--- src/design/twa_pkg.sv ---
// ----------------------------------------------------------------------------
// twa_pkg
// Shared types and constants of the timed window averager.
// ----------------------------------------------------------------------------
package twa_pkg;

  localparam int SAMPLE_WIDTH_DEF = 16;
  localparam int SUM_WIDTH        = 32;
  localparam int COUNT_WIDTH      = 16;
  localparam int TIME_WIDTH       = 16;
  localparam int QUEUE_DEPTH      = 2;

  localparam logic [TIME_WIDTH-1:0]  MIN_WINDOW_MS    = 16'd100;
  localparam logic [TIME_WIDTH-1:0]  WINDOW_RESET_MS  = 16'd1000;
  localparam logic [COUNT_WIDTH-1:0] COUNT_RESET      = 16'd1;
  localparam logic [COUNT_WIDTH-1:0] COUNT_MAX        = 16'hFFFF;

  typedef enum logic [1:0] {
    SRC_PASS = 2'd0,
    SRC_HOLD = 2'd1,
    SRC_AVG  = 2'd2
  } src_t;

  typedef enum logic [0:0] {
    REG_NORMAL_WINDOW  = 1'b0,
    REG_THERMAL_WINDOW = 1'b1
  } cfg_reg_t;

  typedef struct packed {
    logic                  wen;
    cfg_reg_t              index;
    logic [TIME_WIDTH-1:0] data;
  } cfg_wr_t;

  // value: sign-extended sample for SRC_PASS, window sum for SRC_AVG
  typedef struct packed {
    src_t                        kind;
    logic signed [SUM_WIDTH-1:0] value;
    logic [COUNT_WIDTH-1:0]      count;
  } job_t;

endpackage

--- src/design/twa_front.sv ---
// ----------------------------------------------------------------------------
// twa_front
// Takes samples, picks the window, keeps sum, count and window timing, and
// issues one job per sample to the queue.
// ----------------------------------------------------------------------------
module twa_front #(
  parameter int SAMPLE_WIDTH = twa_pkg::SAMPLE_WIDTH_DEF
) (
  input  logic                                  clk,
  input  logic                                  rst_n,
  input  twa_pkg::cfg_wr_t                      cfg,
  input  logic                                  in_valid,
  output logic                                  in_ready,
  input  logic signed [SAMPLE_WIDTH-1:0]        sample,
  input  logic [twa_pkg::TIME_WIDTH-1:0]        now_ms,
  input  logic                                  thermal_active,
  output logic                                  push_valid,
  input  logic                                  push_ready,
  output twa_pkg::job_t                         push_job
);

  logic [twa_pkg::TIME_WIDTH-1:0]         normal_win_r, thermal_win_r;
  logic signed [twa_pkg::SUM_WIDTH-1:0]   sum_r, sum_nxt;
  logic [twa_pkg::COUNT_WIDTH-1:0]        count_r, count_nxt;
  logic [twa_pkg::TIME_WIDTH-1:0]         elapsed_r, elapsed_nxt;
  logic [twa_pkg::TIME_WIDTH-1:0]         start_r, start_nxt;

  logic [twa_pkg::TIME_WIDTH-1:0]         window;
  logic signed [twa_pkg::SUM_WIDTH-1:0]   sample_ext;
  logic signed [twa_pkg::SUM_WIDTH:0]     sum_wide;
  logic signed [twa_pkg::SUM_WIDTH-1:0]   sum_sat;
  logic                                   accept;

  assign accept     = in_valid && push_ready;
  assign in_ready   = push_ready;
  assign push_valid = in_valid;

  assign window     = thermal_active ? thermal_win_r : normal_win_r;
  assign sample_ext = twa_pkg::SUM_WIDTH'(sample);
  assign sum_wide   = (twa_pkg::SUM_WIDTH+1)'(sum_r) + (twa_pkg::SUM_WIDTH+1)'(sample_ext);

  always_comb begin
    if (sum_wide[twa_pkg::SUM_WIDTH] != sum_wide[twa_pkg::SUM_WIDTH-1]) begin
      sum_sat = sum_wide[twa_pkg::SUM_WIDTH] ?
                {1'b1, {(twa_pkg::SUM_WIDTH-1){1'b0}}} :
                {1'b0, {(twa_pkg::SUM_WIDTH-1){1'b1}}};
    end else begin
      sum_sat = sum_wide[twa_pkg::SUM_WIDTH-1:0];
    end
  end

  always_comb begin
    sum_nxt     = sum_r;
    count_nxt   = count_r;
    elapsed_nxt = elapsed_r;
    start_nxt   = start_r;
    push_job.kind  = twa_pkg::SRC_PASS;
    push_job.value = sample_ext;
    push_job.count = count_r;
    if (window < twa_pkg::MIN_WINDOW_MS) begin
      push_job.kind = twa_pkg::SRC_PASS;
    end else if (elapsed_r < window) begin
      push_job.kind = twa_pkg::SRC_HOLD;
      sum_nxt       = sum_sat;
      if (count_r != twa_pkg::COUNT_MAX) begin
        count_nxt = count_r + 1'b1;
      end
      elapsed_nxt   = now_ms - start_r;
    end else begin
      push_job.kind  = twa_pkg::SRC_AVG;
      push_job.value = sum_r;
      sum_nxt        = '0;
      count_nxt      = '0;
      elapsed_nxt    = '0;
      start_nxt      = now_ms;
    end
  end

  always_ff @(posedge clk) begin
    if (!rst_n) begin
      normal_win_r  <= twa_pkg::WINDOW_RESET_MS;
      thermal_win_r <= twa_pkg::WINDOW_RESET_MS;
      sum_r         <= '0;
      count_r       <= twa_pkg::COUNT_RESET;
      elapsed_r     <= '0;
      start_r       <= '0;
    end else begin
      if (cfg.wen) begin
        case (cfg.index)
          twa_pkg::REG_NORMAL_WINDOW:  normal_win_r  <= cfg.data;
          twa_pkg::REG_THERMAL_WINDOW: thermal_win_r <= cfg.data;
          default: ;
        endcase
      end
      if (accept) begin
        sum_r     <= sum_nxt;
        count_r   <= count_nxt;
        elapsed_r <= elapsed_nxt;
        start_r   <= start_nxt;
      end
    end
  end

endmodule

--- src/design/twa_queue.sv ---
// ----------------------------------------------------------------------------
// twa_queue
// Short job queue between the front and the back.
// ----------------------------------------------------------------------------
module twa_queue (
  input  logic          clk,
  input  logic          rst_n,
  input  logic          push_valid,
  output logic          push_ready,
  input  twa_pkg::job_t push_job,
  output logic          pop_valid,
  input  logic          pop_ready,
  output twa_pkg::job_t pop_job
);

  localparam int DEPTH = twa_pkg::QUEUE_DEPTH;
  localparam int PTR_W = (DEPTH > 1) ? $clog2(DEPTH) : 1;
  localparam int CNT_W = $clog2(DEPTH + 1);

  twa_pkg::job_t    entry_r [DEPTH];
  logic [PTR_W-1:0] wr_ptr_r, rd_ptr_r;
  logic [CNT_W-1:0] fill_r;
  logic             push, pop;

  assign push_ready = (fill_r != CNT_W'(DEPTH));
  assign pop_valid  = (fill_r != '0);
  assign push       = push_valid && push_ready;
  assign pop        = pop_valid && pop_ready;
  assign pop_job    = entry_r[rd_ptr_r];

  always_ff @(posedge clk) begin
    if (push) begin
      entry_r[wr_ptr_r] <= push_job;
    end
  end

  always_ff @(posedge clk) begin
    if (!rst_n) begin
      wr_ptr_r <= '0;
      rd_ptr_r <= '0;
      fill_r   <= '0;
    end else begin
      if (push) begin
        wr_ptr_r <= (wr_ptr_r == PTR_W'(DEPTH-1)) ? '0 : wr_ptr_r + 1'b1;
      end
      if (pop) begin
        rd_ptr_r <= (rd_ptr_r == PTR_W'(DEPTH-1)) ? '0 : rd_ptr_r + 1'b1;
      end
      if (push && !pop) begin
        fill_r <= fill_r + 1'b1;
      end else if (pop && !push) begin
        fill_r <= fill_r - 1'b1;
      end
    end
  end

endmodule

--- src/design/twa_back.sv ---
// ----------------------------------------------------------------------------
// twa_back
// Carries out queued jobs: passthrough, hold, or a bit-serial divide of the
// window sum by the count, then drives the output register.
// ----------------------------------------------------------------------------
module twa_back #(
  parameter int SAMPLE_WIDTH = twa_pkg::SAMPLE_WIDTH_DEF
) (
  input  logic                            clk,
  input  logic                            rst_n,
  input  logic                            pop_valid,
  output logic                            pop_ready,
  input  twa_pkg::job_t                   pop_job,
  output logic                            out_valid,
  input  logic                            out_ready,
  output logic signed [SAMPLE_WIDTH-1:0]  out_average,
  output twa_pkg::src_t                   out_source
);

  localparam int SW = twa_pkg::SUM_WIDTH;
  localparam int CW = twa_pkg::COUNT_WIDTH;
  localparam int IW = $clog2(SW);
  localparam logic [SW:0] POS_MAX = (SW+1)'((64'd1 << (SAMPLE_WIDTH-1)) - 64'd1);
  localparam logic [SW:0] NEG_MAG = (SW+1)'(64'd1 << (SAMPLE_WIDTH-1));

  typedef enum logic [2:0] {
    ST_IDLE = 3'b001,
    ST_DIV  = 3'b010,
    ST_FIN  = 3'b100
  } back_state_t;

  back_state_t                   state_r, state_nxt;
  logic [SW-1:0]                 quo_r, quo_nxt;
  logic [CW-1:0]                 rem_r, rem_nxt;
  logic [CW-1:0]                 div_r, div_nxt;
  logic                          neg_r, neg_nxt;
  logic [IW-1:0]                 iter_r, iter_nxt;
  logic signed [SAMPLE_WIDTH-1:0] last_r, last_nxt;
  logic                          out_valid_r, out_valid_nxt;
  logic signed [SAMPLE_WIDTH-1:0] avg_r, avg_nxt;
  twa_pkg::src_t                 src_r, src_nxt;

  logic                          out_free;
  logic [CW:0]                   rem_sh, rem_diff;
  logic [SW-1:0]                 sum_mag;
  logic [SW:0]                   q_ext, res_ext;

  assign out_free    = !out_valid_r || out_ready;
  assign pop_ready   = (state_r == ST_IDLE) && out_free;
  assign out_valid   = out_valid_r;
  assign out_average = avg_r;
  assign out_source  = src_r;

  assign rem_sh   = {rem_r, quo_r[SW-1]};
  assign rem_diff = rem_sh - {1'b0, div_r};
  assign sum_mag  = pop_job.value[SW-1] ? SW'(~pop_job.value + 1'b1) : pop_job.value;
  assign q_ext    = {1'b0, quo_r};

  always_comb begin
    if (neg_r) begin
      res_ext = (q_ext > NEG_MAG) ? (~NEG_MAG + 1'b1) : (~q_ext + 1'b1);
    end else begin
      res_ext = (q_ext > POS_MAX) ? POS_MAX : q_ext;
    end
  end

  always_comb begin
    state_nxt     = state_r;
    quo_nxt       = quo_r;
    rem_nxt       = rem_r;
    div_nxt       = div_r;
    neg_nxt       = neg_r;
    iter_nxt      = iter_r;
    last_nxt      = last_r;
    out_valid_nxt = out_valid_r && !out_ready;
    avg_nxt       = avg_r;
    src_nxt       = src_r;
    case (state_r)
      ST_IDLE: begin
        if (pop_valid && out_free) begin
          case (pop_job.kind)
            twa_pkg::SRC_PASS: begin
              out_valid_nxt = 1'b1;
              avg_nxt       = pop_job.value[SAMPLE_WIDTH-1:0];
              src_nxt       = twa_pkg::SRC_PASS;
              last_nxt      = pop_job.value[SAMPLE_WIDTH-1:0];
            end
            twa_pkg::SRC_HOLD: begin
              out_valid_nxt = 1'b1;
              avg_nxt       = last_r;
              src_nxt       = twa_pkg::SRC_HOLD;
            end
            default: begin
              if (pop_job.count == '0) begin
                out_valid_nxt = 1'b1;
                avg_nxt       = '0;
                src_nxt       = twa_pkg::SRC_AVG;
                last_nxt      = '0;
              end else begin
                quo_nxt   = sum_mag;
                rem_nxt   = '0;
                div_nxt   = pop_job.count;
                neg_nxt   = pop_job.value[SW-1];
                iter_nxt  = IW'(SW-1);
                state_nxt = ST_DIV;
              end
            end
          endcase
        end
      end
      ST_DIV: begin
        if (rem_sh >= {1'b0, div_r}) begin
          rem_nxt = rem_diff[CW-1:0];
          quo_nxt = {quo_r[SW-2:0], 1'b1};
        end else begin
          rem_nxt = rem_sh[CW-1:0];
          quo_nxt = {quo_r[SW-2:0], 1'b0};
        end
        iter_nxt = iter_r - 1'b1;
        if (iter_r == '0) begin
          state_nxt = ST_FIN;
        end
      end
      ST_FIN: begin
        if (out_free) begin
          out_valid_nxt = 1'b1;
          avg_nxt       = res_ext[SAMPLE_WIDTH-1:0];
          src_nxt       = twa_pkg::SRC_AVG;
          last_nxt      = res_ext[SAMPLE_WIDTH-1:0];
          state_nxt     = ST_IDLE;
        end
      end
      default: begin
        state_nxt = ST_IDLE;
      end
    endcase
  end

  always_ff @(posedge clk) begin
    if (!rst_n) begin
      state_r     <= ST_IDLE;
      last_r      <= '0;
      out_valid_r <= 1'b0;
    end else begin
      state_r     <= state_nxt;
      last_r      <= last_nxt;
      out_valid_r <= out_valid_nxt;
    end
  end

  always_ff @(posedge clk) begin
    quo_r  <= quo_nxt;
    rem_r  <= rem_nxt;
    div_r  <= div_nxt;
    neg_r  <= neg_nxt;
    iter_r <= iter_nxt;
    avg_r  <= avg_nxt;
    src_r  <= src_nxt;
  end

  a_div_stays: assert property (@(posedge clk) disable iff (!rst_n)
    (state_r == ST_DIV) |=> (state_r == ST_DIV || state_r == ST_FIN))
    else $error("divider left its loop early");

  a_div_ends: assert property (@(posedge clk) disable iff (!rst_n)
    (state_r == ST_DIV && iter_r == '0) |=> (state_r == ST_FIN))
    else $error("divider ran past its last step");

  a_rem_bound: assert property (@(posedge clk) disable iff (!rst_n)
    (state_r == ST_DIV || state_r == ST_FIN) |-> (rem_r < div_r))
    else $error("partial remainder not below divisor");

endmodule

--- src/design/timed_window_averager.sv ---
// ----------------------------------------------------------------------------
// timed_window_averager
// Time-window block averager for timestamped climb-rate samples.
//
// Input stream: in_tdata carries sample and now_ms, in_tuser the thermal
// flag; one transfer per sample. Output stream: one transfer per sample,
// out_tdata the average, out_tuser the source code.
// Config: cfg_wen writes cfg_wdata to the register at cfg_index in the
// same cycle (0 normal window, 1 thermal window); write only while idle.
// A front stage takes a sample and queues a job (2 deep); the back stage
// turns a passthrough or hold job straight into its output register, and a
// window-end job through a load, 32 steps of a 1-bit-per-cycle divider and
// a finish step that waits for a free output. A passthrough or hold result
// passes the queue entry and then the output register. While it divides,
// the back stage takes no new job, so samples wait in the queue.
// A stalled output holds its register; the queue keeps taking samples until
// it is full, then in_tready drops. Reset restores window lengths of 1000 ms,
// a count of 1, zero sum, elapsed time, start time and last output.
// ----------------------------------------------------------------------------
module timed_window_averager #(
  parameter int SAMPLE_WIDTH = twa_pkg::SAMPLE_WIDTH_DEF
) (
  input  logic                                  clk,
  input  logic                                  rst_n,
  input  logic                                  cfg_wen,
  input  logic [0:0]                            cfg_index,
  input  logic [twa_pkg::TIME_WIDTH-1:0]        cfg_wdata,
  input  logic                                  in_tvalid,
  output logic                                  in_tready,
  // sample, now_ms
  input  logic [((SAMPLE_WIDTH+twa_pkg::TIME_WIDTH+7)/8)*8-1:0] in_tdata,
  // thermal_active
  input  logic [0:0]                            in_tuser,
  output logic                                  out_tvalid,
  input  logic                                  out_tready,
  // average
  output logic [((SAMPLE_WIDTH+7)/8)*8-1:0]     out_tdata,
  // source
  output logic [1:0]                            out_tuser
);

  localparam int OUT_DATA_W = ((SAMPLE_WIDTH+7)/8)*8;

  twa_pkg::cfg_wr_t               cfg;
  twa_pkg::job_t                  push_job, pop_job;
  logic                           push_valid, push_ready;
  logic                           pop_valid, pop_ready;
  logic signed [SAMPLE_WIDTH-1:0] sample;
  logic signed [SAMPLE_WIDTH-1:0] average;
  twa_pkg::src_t                  source;

  assign cfg.wen   = cfg_wen;
  assign cfg.index = twa_pkg::cfg_reg_t'(cfg_index);
  assign cfg.data  = cfg_wdata;
  assign sample    = in_tdata[SAMPLE_WIDTH-1:0];

  twa_front #(.SAMPLE_WIDTH(SAMPLE_WIDTH)) u_front (
    .clk            (clk),
    .rst_n          (rst_n),
    .cfg            (cfg),
    .in_valid       (in_tvalid),
    .in_ready       (in_tready),
    .sample         (sample),
    .now_ms         (in_tdata[SAMPLE_WIDTH +: twa_pkg::TIME_WIDTH]),
    .thermal_active (in_tuser[0]),
    .push_valid     (push_valid),
    .push_ready     (push_ready),
    .push_job       (push_job)
  );

  twa_queue u_queue (
    .clk        (clk),
    .rst_n      (rst_n),
    .push_valid (push_valid),
    .push_ready (push_ready),
    .push_job   (push_job),
    .pop_valid  (pop_valid),
    .pop_ready  (pop_ready),
    .pop_job    (pop_job)
  );

  twa_back #(.SAMPLE_WIDTH(SAMPLE_WIDTH)) u_back (
    .clk         (clk),
    .rst_n       (rst_n),
    .pop_valid   (pop_valid),
    .pop_ready   (pop_ready),
    .pop_job     (pop_job),
    .out_valid   (out_tvalid),
    .out_ready   (out_tready),
    .out_average (average),
    .out_source  (source)
  );

  assign out_tdata = OUT_DATA_W'($unsigned(average));
  assign out_tuser = source;

endmodule
--- config.mk ---
export PLATFORM = sky130hd
export DESIGN_NAME = timed_window_averager
export DESIGN_NICKNAME = d
export VERILOG_FILES = /design/src/design/twa_pkg.sv /design/src/design/twa_front.sv /design/src/design/twa_queue.sv /design/src/design/twa_back.sv /design/src/design/timed_window_averager.sv
export SDC_FILE = /design/constraint.sdc
export NUM_CORES = 1
export LEC_CHECK = 0
export BUFFER_PORTS_ARGS = -buffer_cell sky130_fd_sc_hd__buf_2
export CORE_UTILIZATION = 58
export CTS_BUF_LIST = sky130_fd_sc_hd__clkbuf_4 sky130_fd_sc_hd__clkbuf_8
export DETAILED_ROUTE_END_ITERATION = 16
export PLACE_DENSITY_LB_ADDON = 0.1
export SKIP_CTS_REPAIR_TIMING = 1
export SYNTH_ARGS = -nofsm -noshare
export SYNTH_HDL_FRONTEND = slang
export SYNTH_SLANG_ARGS = --single-unit
--- constraint.sdc ---
create_clock -name clk -period 4.8 [get_ports clk]
set_clock_uncertainty 0.15 [all_clocks]
set_input_delay 0.24 -clock clk [delete_from_list [all_inputs] [get_ports clk]]
set_output_delay 0.24 -clock clk [all_outputs]
set_load 0.05 [all_outputs]
## Yosys cells after proc, flatten, opt, wreduce, memory -nomap -nowiden

Memories as Yosys holds them, arrays and structs flattened. A register that Yosys moved wholly into a read port is not among the register bits.
Cells that the tools add are included.

| storage, ports and cells | value |
|---|---|
| register bits | 224 |
| RAM bits | 100 |
| memories kept | 1 |
| input port bits | 55 |
| output and inout bits | 20 |
| logic and storage cells | 150 |

| operators by class | value |
|---|---|
| bitwise logic cells | 7 |
| equality and inequality tests | 16 |
| multiplexer cells | 61 |
| $lt $le $gt $ge | 5 |
| reductions and logical operators | 30 |
| add/subtract/negate cells | 11 |

Memories:

| memory | words | width | read ports | clocked after Yosys merged registers in | wr ports | RTL line | RTL |
|---|---|---|---|---|---|---|---|
| u_queue.entry_r | 2 | 50 | 1 | 1 | 1 | twa_queue.sv:20 | `twa_pkg::job_t entry_r [DEPTH];` |

Operators by type and width:

| operator | number |
|---|---|
| two-way mux 32 bit | 9 |
| two-way mux 16 bit | 15 |
| case mux 16 bit (2 select lines) | 5 |
| case mux 32 bit (2 select lines) | 1 |
| adder 32 x 16 -> 33 bit | 1 |
| adder 16 x 1 -> 16 bit, second input constant | 2 |
| adder 32 x 1 -> 32 bit, second input constant | 1 |
| greater-than comparator 32 x 15 -> 1 bit, second input constant | 1 |
| greater-than comparator 32 x 16 -> 1 bit, second input constant | 1 |
| NOT 32 bit | 1 |
| subtractor 16 bit | 2 |
| greater-or-equal comparator 17 x 16 -> 1 bit | 1 |
| logical NOT 16 bit | 1 |
| < comparator 16 bit | 1 |
| < comparator 16 x 7 -> 1 bit, second input constant | 1 |
| != test 16 bit, second input constant | 1 |
| NOT 16 bit | 1 |
| two-way mux 3 bit | 5 |
| two-way mux 5 bit | 3 |
| two-way mux 2 bit | 7 |
| != test 2 bit, second input constant | 6 |
| AND reduction 4 bit | 3 |
| two-way mux 1 bit | 11 |
| case mux 5 bit (2 select lines) | 1 |
| other kinds (26) | 49 |

## Depth between registers and ports, before layout

| logic depth | value |
|---|---|
| word-level depth | 7 |
| mapped depth | 15 |
| depth with buffers taken out | 13 |

## By module

Synthesis repeated with hierarchy kept, for this count alone.

| unflattened totals | value |
|---|---|
| cell total of the unflattened synthesis | 1826 |
| area total of the unflattened synthesis | 17863.4 um^2 |

Modules (own cells, without submodules):

| module | instances | cells an instance | sequential area each (um^2) | area an instance (um^2) |
|---|---|---|---|---|
| twa_front | 1 | 974 | 2242.2 | 7667.4 |
| twa_back | 1 | 672 | 3042.9 | 6358.6 |
| twa_queue | 1 | 180 | 3103.0 | 3837.4 |

## Worst setup path before layout

Ideal clock, no wire load.

| timing path | value |
|---|---|
| kind | register to register |
| from | reg u_queue.fill_r[0] |
| to | mem u_queue.entry_r[0][0] (netlist bit) (enable) |
| setup slack | 699 ps |
| buffers on the path | 1 |
| clock period less this slack | 4101 ps |
| arrival | 3487 ps |
| stages on the path, launching flop included | 5 |
| setup time | 464 ps |
| data required time | 4186 ps |
| cells stage by stage | dfxtp_1 -> nand2b_1 -> and2_1 -> clkbuf_1 -> nor2b_1 |

| on the way | value |
|---|---|
| word-level cells in the longest chain between the ends | 4 |

Ends and longest elaborated chain:

| item | RTL line | RTL |
|---|---|---|
| start, declared | twa_queue.sv:22 | `logic [CNT_W-1:0] fill_r;` |
| start signal, assigned | twa_queue.sv:50 | `fill_r <= fill_r + 1'b1;` |
| start signal, assigned | twa_queue.sv:52 | `fill_r <= fill_r - 1'b1;` |
| != test 2 bit | twa_queue.sv:25 | `assign push_ready = (fill_r != CNT_W'(DEPTH));` |
| net in_tready | timed_window_averager.sv:29 | `output logic in_tready,` |
| logical AND 1 bit | -- |  |
| net u_front.accept | twa_front.sv:32 | `logic accept;` |
| two-way mux 1 bit | twa_queue.sv:32 | `if (push) begin` |
| two-way mux 1 bit (not written as such) | twa_queue.sv:33 | `entry_r[wr_ptr_r] <= push_job;` |
| end, declared | twa_queue.sv:20 |  |

The timed path passes the listed nets, and every way through them passes these cells.

==> flow_metrics.env <==
export IMPL_status="completed"
export IMPL_dr_pass1_iters=7
export IMPL_finish_utilization=0.6684
export IMPL_synth_most_common_cell="nand2_1"
export IMPL_regToRegSetupSlack_ns=1.00
export IMPL_wl_um=41250
export IMPL_die_w_um=175.5
export IMPL_vias=13859
export IMPL_track_usage=0.2670
export IMPL_largest_reg_flops=100
export IMPL_finalCritPeriodShare=0.7910
export IMPL_drt_iter0_drc=972
export IMPL_htreeDepth=2
export IMPL_syn2layout_area_growth_pct=13.45
export IMPL_slew_headroom=0.2004
export IMPL_synth_seq_area_share=0.4804
export IMPL_die_area_um2=30800
export IMPL_power_density_nw_per_um2=632.5
export IMPL_wire_per_inst_um=17.05
export IMPL_avgSynthCellArea_um2=9.362
export IMPL_drive_above_1_share=0.1148
export IMPL_top_register="u_queue.entry_r"
export IMPL_grt_pass1_vias=13017
export IMPL_path_class="reg -> reg"
export IMPL_yosysWarnings=0
export IMPL_ant_nets=0
export IMPL_max_freq_ghz=0.2634
export IMPL_pin_count=75
export IMPL_antenna_found_initial=0
export IMPL_coreArea_um2=29640
export IMPL_place_congestion=0.8932
export IMPL_diodes=0
export IMPL_ys_top_cells_by_count="350 x nand2_1, 188 x edfxtp_1, 146 x a21oi_1"
export IMPL_syn_area_um2=17460
export IMPL_die_h_um=175.5
export IMPL_ctsRootBufferMaster="clkbuf_8"
export IMPL_synthCells=1865
export IMPL_synth_main_ff_cell="edfxtp_1"
export IMPL_viasPerCell=5.729
export IMPL_worst_endpoint_required_ns=4.95
export IMPL_power_leakage_nw=7.854
export IMPL_cts_sinks=325
export IMPL_overflow=0
export IMPL_largestRegisters="u_queue.entry_r x100, u_back.quo_r x32, u_front.sum_r x32"
export IMPL_start_util=0.5891
export IMPL_clkLatencyLatePin_ns=0.59
export IMPL_tightest_slew_ns=1.197
export IMPL_fillCellCount=2435
export IMPL_numCtsBuffers=53
export IMPL_synthArstFlopShare=0
export IMPL_syn_num_nets=2007
export IMPL_grt_first_pass_wirelength_um=66110
export IMPL_dpl_hpwl_um=29470
export IMPL_route_detailed_drc=0
export IMPL_hold_viol=0
export IMPL_hp_class="in -> reg"
export IMPL_synth_area_leaders="edfxtp_1 32%, dfxtp_1 16%, nand2_1 7.5%"
export IMPL_arrival_ns=3.95
export IMPL_synth_cell_types=75
export IMPL_yosys_area_top_type="edfxtp_1"
export IMPL_rsz0062_at_grt="false"
export IMPL_portBuffers=74
export IMPL_maxCapViolations=0
export IMPL_setup_viol=0
export IMPL_ys_ff_latch=325
export IMPL_yosys_area_top_type_share=0.3233
export IMPL_irDropWorstVdd_uv=354.1
export IMPL_row_count=63
export IMPL_clkTransAtPathRegs_ns=0.06
export IMPL_drv_slew=0
export IMPL_endpoint_kind="flip-flop"
export IMPL_cts_tree="done"
export IMPL_cp_max_fo=32
export IMPL_layout_nets=2126
export IMPL_min_period_ns=3.797
export IMPL_cp_start_kind="flip-flop"
export IMPL_setup_tns_ns=0
export IMPL_clock_path_buffers=3
export IMPL_grt_max_degree=60
export IMPL_synth_edf_count=188
==> metal layers <==
layer	share of wire	track usage	wire [um]	vias to the layer above
li1	-	-	-	6902
met4	0.025	0.08587	1025	0
met2	0.45	0.4210	18740	377
met1	0.47	0.3828	19400	6521
met5	0	0	0	-
met3	0.051	0.03312	2085	59
==> report_power, final <==
| part | switching [mW] | total, mW | internal (mW) |
|---|---|---|---|
| Combinational | 3.32 | 5.28 | 1.95 |
| Sequential | 0.595 | 4.71 | 4.11 |
| Clock | 1.11 | 2.55 | 1.44 |
==> worst paths after layout <==
path | startpoint | to | cells past startpoint
max | flip-flop | u_back.quo_r[26] | 9
max reg2reg | flip-flop | u_back.quo_r[26] | 9
min reg2reg | u_front.start_r[10] | u_front.start_r[10] | 2
min | cfg_index | u_front.normal_win_r[10] | 4
==> final cells by class <==
type / instances / area (um2) / share of cell area
sequential: 325 / 8389 / 0.4235
timing repair buffer: 145 / 1023 / 0.05167
inverter: 63 / 236.5 / 0.01194
clock buffer: 85 / 1045 / 0.05274
multi-input combinational: 1396 / 8518 / 0.4300
tap: 390 / 488.0 / 0.02463
clock inverter: 15 / 108.9 / 0.005495
==> cell families (layout without fill, tap and decap cells) <==
group	after synthesis	count (layout)	synth area share
adders and majority gates	87	87	0.06363
DFF	325	325	0.4804
muxes	81	81	0.04794
AOI/OAI and AO/OA	435	435	0.1490
xor gates and xnor gates	100	100	0.05059
and+or+nand+nor	693	693	0.1756
buffers and inverters	144	308	0.03289
==> per-stage QoR <==
| step | worst slack, ns | power, mW | hold WS (ns) | std cells | instance area (um2) |
|---|---|---|---|---|---|
| 5_1_grt | 0.7327 | 13.40 | 0.07868 | 2419 | 19810 |
| 6_report | 1.003 | 12.53 | 0.08428 | 2419 | 19810 |
| 3_3_place_gp | 1.011 | 9.811 | 0.2920 | 2271 | 18170 |
| 3_5_place_dp | 0.9256 | 9.937 | 0.2973 | 2271 | 18170 |
| 4_1_cts | 1.073 | 12.51 | -0.2981 | 2371 | 19330 |
| 2_1_floorplan | 0.6989 | 8.586 | 0.2140 | 1865 | 17460 |
==> worst max-delay path, cell delays in order, from the launching register on <==
cell and delay [ns]:
dfxtp_2 0.81, buf_4 0.43, mux2i_1 0.53, o21ai_0 0.25, nor3_1 0.31, nand2_1 0.14
o21ai_1 0.38, a21boi_0 0.27, xnor2_1 0.14, o21ai_0 0.09
==> layout by cell type (no fill, tap or decap), types with 20 or more instances in the layout <==
cell type and instances:
nand2_1 350, edfxtp_1 188, a21oi_1 144, nor2_1 141
dfxtp_1 136, o21ai_0 134, ha_1 84, buf_2 74
clkbuf_8 65, inv_1 62, mux2i_1 60, xnor2_1 50
xor2_1 49, dlygate4sd3_1 48, nor3_1 47, nand3_1 32
a21o_1 28, buf_4 23, mux2_2 20, clkbuf_4 20
No activity file was read; power rests on OpenSTA's default activity.
